`config.mk`:
```
export PLATFORM = sky130hd
export DESIGN_NAME = quadrant_mean_level_calibrator
export DESIGN_NICKNAME = d
export VERILOG_FILES = /design/src/rtl/qmlc_pkg.sv /design/src/rtl/quadrant_mean_level_calibrator.sv
export VERILOG_INCLUDE_DIRS = /design/src /design/src/rtl
export SDC_FILE = /design/constraint.sdc
export NUM_CORES = 2
export LEC_CHECK = 0
export BUFFER_PORTS_ARGS = -buffer_cell sky130_fd_sc_hd__buf_2
export CAP_MARGIN = 5
export CORE_MARGIN = 2
export CORE_UTILIZATION = 57
export DETAILED_ROUTE_END_ITERATION = 10
export PLACE_DENSITY = 0.82
export REMOVE_ABC_BUFFERS = 1
export SETUP_SLACK_MARGIN = 0.2
export SYNTH_ARGS = -nofsm -noshare
export SYNTH_HDL_FRONTEND = slang
export SYNTH_SLANG_ARGS = --single-unit
```
`constraint.sdc`:
```
create_clock -name clk -period 4.3 [get_ports clk]
set_input_delay 0.645 -clock clk [delete_from_list [all_inputs] [get_ports clk]]
set_output_delay 0.645 -clock clk [all_outputs]
set_load 0.005 [all_outputs]
```
`src/rtl/quadrant_mean_level_calibrator_defines.svh`:
```
// Assertion macros shared by the calibrator RTL.
// No dependencies; included by the top level.
`ifndef QUADRANT_MEAN_LEVEL_CALIBRATOR_DEFINES_SVH
`define QUADRANT_MEAN_LEVEL_CALIBRATOR_DEFINES_SVH

// Implication in the same cycle, masked while reset is low
`define QMLC_ASSERT_NOW(label, clk, rst_n, ante, cons) \
  label: assert property (@(posedge clk) disable iff (!rst_n) (ante) |-> (cons)) \
    else $error("qmlc assertion failed");

// Implication in the next cycle, masked while reset is low
`define QMLC_ASSERT_NEXT(label, clk, rst_n, ante, cons) \
  label: assert property (@(posedge clk) disable iff (!rst_n) (ante) |=> (cons)) \
    else $error("qmlc assertion failed");

`endif

```
`src/rtl/qmlc_pkg.sv`:
```
// Types and constants for the quadrant mean level calibrator.
// No dependencies; used by quadrant_mean_level_calibrator.
package qmlc_pkg;

  // Item codes for the func field
  localparam logic FUNC_PIXEL = 1'b0;
  localparam logic FUNC_INIT  = 1'b1;

  // Level format: unsigned 8.4 fixed point
  localparam int LEVEL_W   = 12;
  localparam int FRAC_BITS = 4;
  localparam logic [LEVEL_W-1:0] LEVEL_MAX = 12'd4080;
  localparam logic [LEVEL_W-1:0] LEVEL_MIN = 12'd0;

  // Divider: one quotient bit per step
  localparam int QUOT_W = LEVEL_W;
  localparam int STEP_W = $clog2(QUOT_W);

  typedef struct packed {
    logic       func;
    logic [5:0] cell_req;
    logic [7:0] pixel;
    logic       expect_black;
    logic       quad_end;
  } in_t;

  typedef struct packed {
    logic [5:0]         out_cell;
    logic [LEVEL_W-1:0] black_level;
    logic [LEVEL_W-1:0] white_level;
    logic [LEVEL_W-1:0] threshold;
  } out_t;

endpackage

```
`src/rtl/quadrant_mean_level_calibrator.sv`:
```
// Quadrant mean level calibrator: per-quadrant mean, per-cell black/white levels.
// Depends on qmlc_pkg and quadrant_mean_level_calibrator_defines.svh.
//
//  port group   | dir | payload        | handshake
//  -------------+-----+----------------+----------------------
//  in_*         | in  | qmlc_pkg::in_t | in_valid / in_stall
//  out_*        | out | qmlc_pkg::out_t| out_valid / out_stall
//
// Non-last pixel: summed, input stays ready. Re-initialise: accept, result load.
// Last pixel: accept, 12 steps of the shared restoring divider
// (one quotient bit each), table update, result load.
// A result waits in the output register while out_stall is high; pixels are
// still taken meanwhile, but the next result holds the input until it loads.
// After reset a clearing pass fills every level table entry; input stalled.
`include "quadrant_mean_level_calibrator_defines.svh"

module quadrant_mean_level_calibrator #(
  parameter int CELLS           = 64,
  parameter int MAX_QUAD_PIXELS = 4096
) (
  input  logic           clk,
  input  logic           rst_n,
  input  logic           in_valid,
  output logic           in_stall,
  input  qmlc_pkg::in_t  in_data,
  output logic           out_valid,
  input  logic           out_stall,
  output qmlc_pkg::out_t out_data
);
  import qmlc_pkg::*;

  localparam int CELL_AW = (CELLS > 1) ? $clog2(CELLS) : 1;
  localparam int CNT_W   = $clog2(MAX_QUAD_PIXELS + 1);
  localparam int SUM_W   = CNT_W + 8;
  localparam int DVD_W   = SUM_W + FRAC_BITS;
  localparam int ENT_W   = 2 * LEVEL_W;

  typedef enum logic [2:0] {
    ST_CLEAR,
    ST_IDLE,
    ST_DIV,
    ST_UPD,
    ST_EMIT
  } state_t;

  state_t               state_r;
  logic [CELL_AW-1:0]   clr_r;
  logic [SUM_W-1:0]     sum_r;
  logic [CNT_W-1:0]     cnt_r;
  logic [CNT_W-1:0]     div_r;
  logic [CNT_W-1:0]     rem_r;
  logic [QUOT_W-1:0]    lo_r;
  logic [QUOT_W-1:0]    quot_r;
  logic [STEP_W-1:0]    step_r;
  logic [CELL_AW-1:0]   idx_r;
  logic [5:0]           cell_r;
  logic                 blk_r;
  logic [LEVEL_W-1:0]   blev_r;
  logic [LEVEL_W-1:0]   wlev_r;
  logic                 out_valid_r;
  out_t                 out_data_r;

  // Level table: {black, white} per cell
  logic [ENT_W-1:0]     mem [CELLS];
  logic [ENT_W-1:0]     mem_q_r;
  logic                 mem_we;
  logic [CELL_AW-1:0]   mem_waddr;
  logic [ENT_W-1:0]     mem_wdata;

  logic                 accept;
  logic [CELL_AW-1:0]   cell_idx;
  logic                 cell_ok;
  logic                 cnt_room;
  logic [SUM_W-1:0]     sum_nxt;
  logic [CNT_W-1:0]     cnt_nxt;
  logic [DVD_W-1:0]     dvd;
  logic [CNT_W:0]       trial;
  logic                 trial_ge;
  logic [CNT_W-1:0]     rem_nxt;
  logic [LEVEL_W-1:0]   tbl_black;
  logic [LEVEL_W-1:0]   tbl_white;
  logic [LEVEL_W-1:0]   blev_nxt;
  logic [LEVEL_W-1:0]   wlev_nxt;
  logic [LEVEL_W:0]     mid_sum;
  logic                 out_free;
  logic                 emit_go;
  logic [LEVEL_W:0]     mid_chk;

  // Input decode
  assign in_stall = (state_r != ST_IDLE);
  assign accept   = in_valid && !in_stall;
  assign cell_idx = CELL_AW'(32'(in_data.cell_req));
  assign cell_ok  = (32'(in_data.cell_req) < 32'(CELLS));

  // Quadrant accumulation, this pixel included
  assign cnt_room = (cnt_r < CNT_W'(MAX_QUAD_PIXELS));
  assign sum_nxt  = cnt_room ? (sum_r + SUM_W'(in_data.pixel)) : sum_r;
  assign cnt_nxt  = cnt_room ? (cnt_r + CNT_W'(1)) : cnt_r;
  assign dvd      = {sum_nxt, {FRAC_BITS{1'b0}}};

  // One restoring division step
  assign trial    = {rem_r, lo_r[QUOT_W-1]};
  assign trial_ge = (trial >= {1'b0, div_r});
  assign rem_nxt  = trial_ge ? CNT_W'(trial - {1'b0, div_r}) : CNT_W'(trial);

  // Table update: black rises, white falls
  assign tbl_black = mem_q_r[ENT_W-1:LEVEL_W];
  assign tbl_white = mem_q_r[LEVEL_W-1:0];
  always_comb begin
    blev_nxt = tbl_black;
    wlev_nxt = tbl_white;
    if (blk_r) begin
      if (quot_r > tbl_black) blev_nxt = quot_r;
    end else begin
      if (quot_r < tbl_white) wlev_nxt = quot_r;
    end
  end

  assign mid_sum  = {1'b0, blev_r} + {1'b0, wlev_r};
  assign out_free = !out_valid_r || !out_stall;
  assign emit_go  = (state_r == ST_EMIT) && out_free;

  // Table write port mux
  always_comb begin
    mem_we    = 1'b0;
    mem_waddr = idx_r;
    mem_wdata = {blev_nxt, wlev_nxt};
    unique case (state_r)
      ST_CLEAR: begin
        mem_we    = 1'b1;
        mem_waddr = clr_r;
        mem_wdata = {LEVEL_MIN, LEVEL_MAX};
      end
      ST_IDLE: begin
        mem_we    = accept && (in_data.func == FUNC_INIT) && cell_ok;
        mem_waddr = cell_idx;
        mem_wdata = {LEVEL_MIN, LEVEL_MAX};
      end
      ST_UPD: begin
        mem_we = 1'b1;
      end
      default: begin
        mem_we = 1'b0;
      end
    endcase
  end

  // Level table storage
  always_ff @(posedge clk) begin
    if (mem_we) begin
      mem[mem_waddr] <= mem_wdata;
    end
    if (accept) begin
      mem_q_r <= mem[cell_idx];
    end
  end

  // Sequencer, accumulator, divider and output register
  always_ff @(posedge clk) begin
    if (!rst_n) begin
      state_r     <= ST_CLEAR;
      clr_r       <= '0;
      sum_r       <= '0;
      cnt_r       <= '0;
      step_r      <= '0;
      out_valid_r <= 1'b0;
    end else begin
      if (out_valid_r && !out_stall) begin
        out_valid_r <= 1'b0;
      end
      unique case (state_r)
        ST_CLEAR: begin
          clr_r <= clr_r + CELL_AW'(1);
          if (clr_r == CELL_AW'(CELLS - 1)) begin
            state_r <= ST_IDLE;
          end
        end
        ST_IDLE: begin
          if (accept) begin
            idx_r  <= cell_idx;
            cell_r <= in_data.cell_req;
            blk_r  <= in_data.expect_black;
            if (in_data.func == FUNC_INIT) begin
              blev_r <= LEVEL_MIN;
              wlev_r <= LEVEL_MAX;
              if (cell_ok) state_r <= ST_EMIT;
            end else if (in_data.quad_end) begin
              sum_r  <= '0;
              cnt_r  <= '0;
              div_r  <= cnt_nxt;
              rem_r  <= dvd[DVD_W-1:QUOT_W];
              lo_r   <= dvd[QUOT_W-1:0];
              step_r <= '0;
              if (cell_ok) state_r <= ST_DIV;
            end else begin
              sum_r <= sum_nxt;
              cnt_r <= cnt_nxt;
            end
          end
        end
        ST_DIV: begin
          rem_r  <= rem_nxt;
          lo_r   <= {lo_r[QUOT_W-2:0], 1'b0};
          quot_r <= {quot_r[QUOT_W-2:0], trial_ge};
          step_r <= step_r + STEP_W'(1);
          if (step_r == STEP_W'(QUOT_W - 1)) begin
            state_r <= ST_UPD;
          end
        end
        ST_UPD: begin
          blev_r  <= blev_nxt;
          wlev_r  <= wlev_nxt;
          state_r <= ST_EMIT;
        end
        ST_EMIT: begin
          if (out_free) begin
            out_valid_r            <= 1'b1;
            out_data_r.out_cell    <= cell_r;
            out_data_r.black_level <= blev_r;
            out_data_r.white_level <= wlev_r;
            out_data_r.threshold   <= mid_sum[LEVEL_W:1];
            state_r                <= ST_IDLE;
          end
        end
        default: begin
          state_r <= ST_IDLE;
        end
      endcase
    end
  end

  assign out_valid = out_valid_r;
  assign out_data  = out_data_r;

  // Sum of the levels held in the output register; its upper bits are the midpoint
  assign mid_chk = {1'b0, out_data_r.black_level} + {1'b0, out_data_r.white_level};

  // Checks
  `QMLC_ASSERT_NOW(a_cnt_bound, clk, rst_n, 1'b1, cnt_r <= CNT_W'(MAX_QUAD_PIXELS))
  `QMLC_ASSERT_NOW(a_mean_range, clk, rst_n, state_r == ST_UPD, quot_r <= LEVEL_MAX)
  `QMLC_ASSERT_NOW(a_out_mid, clk, rst_n, out_valid_r, out_data_r.threshold == mid_chk[LEVEL_W:1])
  `QMLC_ASSERT_NEXT(a_emit_loads, clk, rst_n, emit_go, out_valid_r && (state_r == ST_IDLE))

endmodule
```
; ---- After elaboration in Yosys (flattened, before gate mapping)
; Memories as Yosys holds them, arrays and structs flattened. A register that Yosys moved wholly into a read port is not among the register bits.
; Cells that the tools add are included.
[classes]
eq_ne = 15
add_sub_neg = 6
div = 0
multipliers = 0
n_lt_le_gt_ge = 4
n_shift = 0
n_bitwise = 1
n_reduce_logical = 21
n_mux = 42
[op_table]
columns = operator, n
row1 = $mux W12, 11
row2 = $mux W13, 6
row3 = $pmux W12 S2, 3
row4 = $mux W21, 2
row5 = $pmux W13 S2, 1
row6 = $mux W24, 1
row7 = $add A21 B8 Y21, 1
row8 = $mux W3, 6
row9 = $pmux W3 S5, 1
row10 = $reduce_and A5 Y1, 3
row11 = $ge A14 B13 Y1, 1
row12 = $ne A2 B2 Y1 const B, 7
row13 = $add A12 B12 Y13, 1
row14 = $add A13 B1 Y13 const B, 1
row15 = $lt A13 B13 Y1 const B, 1
row16 = $sub A13 B13 Y13, 1
row17 = $gt A12 B12 Y1, 1
row18 = $lt A12 B12 Y1, 1
row19 = $mux W4, 3
row20 = $pmux W6 S2, 1
row21 = $reduce_and A3 Y1, 3
row22 = $pmux W4 S2, 1
row23 = $reduce_and A4 Y1, 2
row24 = $add A6 B1 Y6 const B, 1
row25 = 18 further kinds, 29
[totals]
n_memories = 1
out_inout_bits = 44
input_bits = 21
romBits = 0
ram_bits = 1536
elab_cells = 108
latch_bits = 0
reg_bits = 171
[memory_table]
columns = name, words, width, rd, rd_ports_with_merged_regs, wr, line_no
row1 = mem, 64, 24, 1, 1, 1, quadrant_mean_level_calibrator.sv:64  ; logic [ENT_W-1:0] mem [CELLS];

; ---- Longest topological paths before layout
[logic_depth]
word_depth = 7
mapped_depth = 10
ltp_nobuf = 9

; ---- Least setup slack after synthesis
; Ideal clock, no wire load.
[synth_timing]
kind = register to register
startpoint = register quot_r[11]
endpoint = memory mem[0][0] (netlist name), data pin
required_time_ns = 3.736
arrival_time_ns = 3.839
period_less_slack_ns = 4.403
stages_incl_launch_ff = 6
setup_time_ns = 0.564
path_buffers = 0
setup_slack_ns = -0.103
cell_sequence = edfxtp_1 -> ha_1 -> and4_1 -> a2111oi_2 -> o21ai_1 -> mux2i_1
[synth_via]
elab_chain_len = 4
[synth_lines]
columns = item, line_no
row1 = "start, declared", quadrant_mean_level_calibrator.sv:53  ; logic [QUOT_W-1:0] quot_r;
row2 = "start signal, assigned", quadrant_mean_level_calibrator.sv:204  ; quot_r <= {quot_r[QUOT_W-2:0], trial_ge};
row3 = $lt A12 B12 Y1, quadrant_mean_level_calibrator.sv:115  ; if (quot_r < tbl_white) wlev_nxt = quot_r;
row4 = $mux W12, quadrant_mean_level_calibrator.sv:115
row5 = $mux W12, quadrant_mean_level_calibrator.sv:112  ; if (blk_r) begin
row6 = $mux W24, quadrant_mean_level_calibrator.sv:128  ; unique case (state_r)
row7 = named net mem_wdata[0], quadrant_mean_level_calibrator.sv:68  ; logic [ENT_W-1:0] mem_wdata;
row8 = "end, declared", quadrant_mean_level_calibrator.sv:64
; The timed path passes the listed nets, and every way through them passes these cells.

; ---- Final worst setup path
[layout_timing]
startpoint = register mem_q_r[23], read port of mem
endpoint = memory mem[16][13] (netlist name), data pin
[layout_via]
elab_chain_len = 4
[layout_lines]
columns = item, line_no
row1 = "start, declared", quadrant_mean_level_calibrator.sv:65  ; logic [ENT_W-1:0] mem_q_r;
row2 = $gt A12 B12 Y1, quadrant_mean_level_calibrator.sv:113  ; if (quot_r > tbl_black) blev_nxt = quot_r;
row3 = $mux W12, quadrant_mean_level_calibrator.sv:113
row4 = $mux W12, quadrant_mean_level_calibrator.sv:112
row5 = $mux W24, quadrant_mean_level_calibrator.sv:128
row6 = named net mem_wdata[13], quadrant_mean_level_calibrator.sv:68
; The timed path passes the listed nets, and every way through them passes these cells.

==> flow_summary.json <==
{
  "area_growth_pct": 12.2,
  "ys.warnings.count": 0,
  "combPwrFrac": 0.033,
  "grt_usage": 0.311,
  "worst_pin_slew_ns": 1.20,
  "clkSlewWorstSetupHoldPaths_ns": 0.06,
  "start_util": 0.572,
  "final_common_cell": "edfxtp_1",
  "htreeDepth": 4,
  "p_sw_frac": 0.210,
  "cts_root_buffer": "clkbuf_16",
  "place.gp.congestion": 0.886,
  "dp.cells": 5130,
  "diodes": 0,
  "synthesis.area_um2": 69400,
  "grt_setup_unrepaired": "no",
  "clock_skew_ns": 0.0464,
  "maxCapViolations": 0,
  "syn_inst": 3462,
  "clock-sinks": 1727,
  "syn_avg_cell_area_um2": 20.1,
  "wl_um": 192000,
  "hold_ws_ns": 0.0631,
  "antenna_found_initial": 6,
  "crit_path_start_kind": "flop",
  "grt_pass1_vias": 38400,
  "period_minus_slack_ns": 3.82,
  "crit_type": "flop to flop",
  "fin_cells": 5424,
  "ys_types": 63,
  "design.die.area_um2": 125000,
  "end_kind": "flop",
  "cts_tree": "yes",
  "num_rows": 128,
  "clkLatencyLatePin_ns": 0.81,
  "layout_common_cells": "edfxtp_1, mux4_2, clkbuf_16, buf_4, nand2_1",
  "cts_hold_buf": 0,
  "grt_remaining_overflow": 0,
  "synth_edf_count": 1679,
  "p_leak_nw": 25.3,
  "ant_nets": 0,
  "seqPwrFrac": 0.547,
  "cp_max_fo": 33,
  "vias_per_cell": 7.04,
  "fmax_mhz": 262,
  "hold_class": "input port to flop",
  "hold_viol_final": 0,
  "setup_viol": 0,
  "drive_above_1_share": 0.268,
  "r2r_slack_ns": 0.48,
  "run_status": "finished clean",
  "first_pass_iters": 7,
  "drc": 0,
  "cp_data_required_time_ns": 4.79,
  "cts_buffer_depth": 3,
  "p_per_area_nw_per_um2": 429,
  "num_vias": 38200,
  "route.detailed.wl_per_inst_um": 35.5,
  "worst-r2r-cell-count": 8,
  "nFillCells": 7453,
  "critPathLaunch": "mem_q_r[23]$_DFFE_PN_",
  "die_x_um": 353,
  "seq_area_frac_synth": 0.740,
  "clkPwrFrac": 0.420,
  "internal_power_mw": 26.4,
  "ys.flop_type": "edfxtp_1",
  "hold_end": "blk_r$_DFFE_PP_",
  "dp_hpwl_um": 98800,
  "rr_endpoint": "mem[16][13]$_DFFE_PP_",
  "grt_max_degree": 65,
  "cts_made_buffers": 161,
  "ys_seq_elements": 1727,
  "r2r-start": "mem_q_r[23]$_DFFE_PN_",
  "peakVddDrop_mv": 0.386,
  "ios": 65,
  "async_flop_share": 0,
  "final-max-slew-violation-count": 0,
  "grt_pass1_wl_um": 275000,
  "p_switching_mw": 7.01,
  "layout.nets": 3750,
  "die_y_um": 353,
  "holdPathStages": 1,
  "dr.first_iter.drc_count": 6774,
  "numPortBuffers": 64,
  "period_share": 0.889,
  "core_area_um2": 121000,
  "maxSlewHeadroom": 0.201,
  "hold_start": "in_data[1]",
  "worst_ep_arrival_time_ns": 4.31
}
[how the worst max path moves through the flow]
stage	end	slack, ns	depth (start not counted)
2_1_floorplan	mem[0][0]$_DFFE_PP_	-0.10	5
3_3_place_gp	mem_q_r[20]$_DFFE_PN_	0.63	7
3_5_place_dp	mem[6][13]$_DFFE_PP_	0.48	8
4_1_cts	mem[0][13]$_DFFE_PP_	0.41	8
5_1_grt	mem[46][17]$_DFFE_PP_	0.35	8
6_report	mem[16][13]$_DFFE_PP_	0.48	8
[state kept, by name (all words and copies together) (netlist names), 12 cells and up]
register and count:
blev_r 12, cnt_r 13, div_r 13, mem 1536, mem_q_r 24, out_data 42
quot_r 12, rem_r 13, sum_r 21, wlev_r 12
[layer usage]
layer,part of all wire,vias to the layer above,global-route usage,wire length [µm]
met1,0.32,19200,0.394,60800
li1,-,14700,-,-
met5,0.00083,-,0.00226,159
met4,0.067,6,0.168,12800
met3,0.15,815,0.0977,28400
met2,0.47,3437,0.487,90300
[synth_stat cells, types with 24 or more instances]
master	number	share of area
a21oi_1	85	0.0061
a22oi_1	31	0.0034
and3_1	26	0.0023
buf_1	24	0.0013
buf_2	42	0.0030
clkbuf_1	105	0.0057
dfxtp_1	48	0.014
edfxtp_1	1679	0.73
ha_1	58	0.010
inv_1	63	0.0034
mux2i_1	57	0.0082
mux4_2	465	0.15
nand2_1	121	0.0065
nand3_1	40	0.0029
nor2_1	166	0.0090
nor2b_1	35	0.0032
o211ai_1	27	0.0029
o21ai_0	62	0.0045
or4_1	26	0.0028
xnor2_1	27	0.0034
[repair_timing]
action                                  in CTS  in global routing
gates resized for setup                      0                  1
endpoints found under the setup margin       0                399
setup buffers                                0                  0
[power groups by stage]
stage	clock network [mW]	logic (mW)	registers (mW)
3_5_place_dp	0	1.03	18.6
6_report	14.1	1.10	18.3
2_1_floorplan	0	0.475	18.6
4_1_cts	14.1	1.07	18.3
3_3_place_gp	0	1.02	18.6
5_1_grt	14.7	1.12	18.3
[through the flow]
stage	utilization	setup WS, ns	power, mW	instance area [µm²]	TNS [ns]
global route	0.642	0.352	34.1	77900	0
detailed placement	0.600	0.482	19.7	72800	0
finish	0.642	0.478	33.4	77900	0
floorplan	-	-0.102	19.1	68600	-26.15
CTS	0.642	0.406	33.5	77900	0
global placement	0.600	0.629	19.6	72800	0
[layout make-up]
cell class | instances | area [µm²] | area share
inverter | 64 | 240 | 0.00308
clock buffer | 200 | 4270 | 0.0548
clock inverter | 94 | 820 | 0.0105
tap | 1625 | 2030 | 0.0261
sequential | 1727 | 51400 | 0.659
multi-input combinational | 1486 | 17300 | 0.223
timing repair buffer | 228 | 1830 | 0.0235
[critical path, stage by stage (launching register included)]
cell      delay [ns]
edfxtp_1        0.63
inv_1           0.12
ha_1            0.31
nand4_1         0.15
or2_2           0.37
a21oi_4         0.52
or4_1           0.25
nand3_2         0.62
buf_4           0.52
[logic make-up (layout without fill, tap and decap cells)]
logic type                 Yosys count  in the layout  share of synthesized area
DFF                               1727           1727                      0.740
muxes                              526            526                      0.160
and+or+nand+nor                    508            508                     0.0355
AOI/OAI and AO/OA                  345            345                     0.0326
buffers and inverters              249            586                     0.0152
adders and majority gates           61             61                     0.0113
xor gates and xnor gates            46             46                    0.00580
Note: power is estimated with default switching activity, not from simulation.
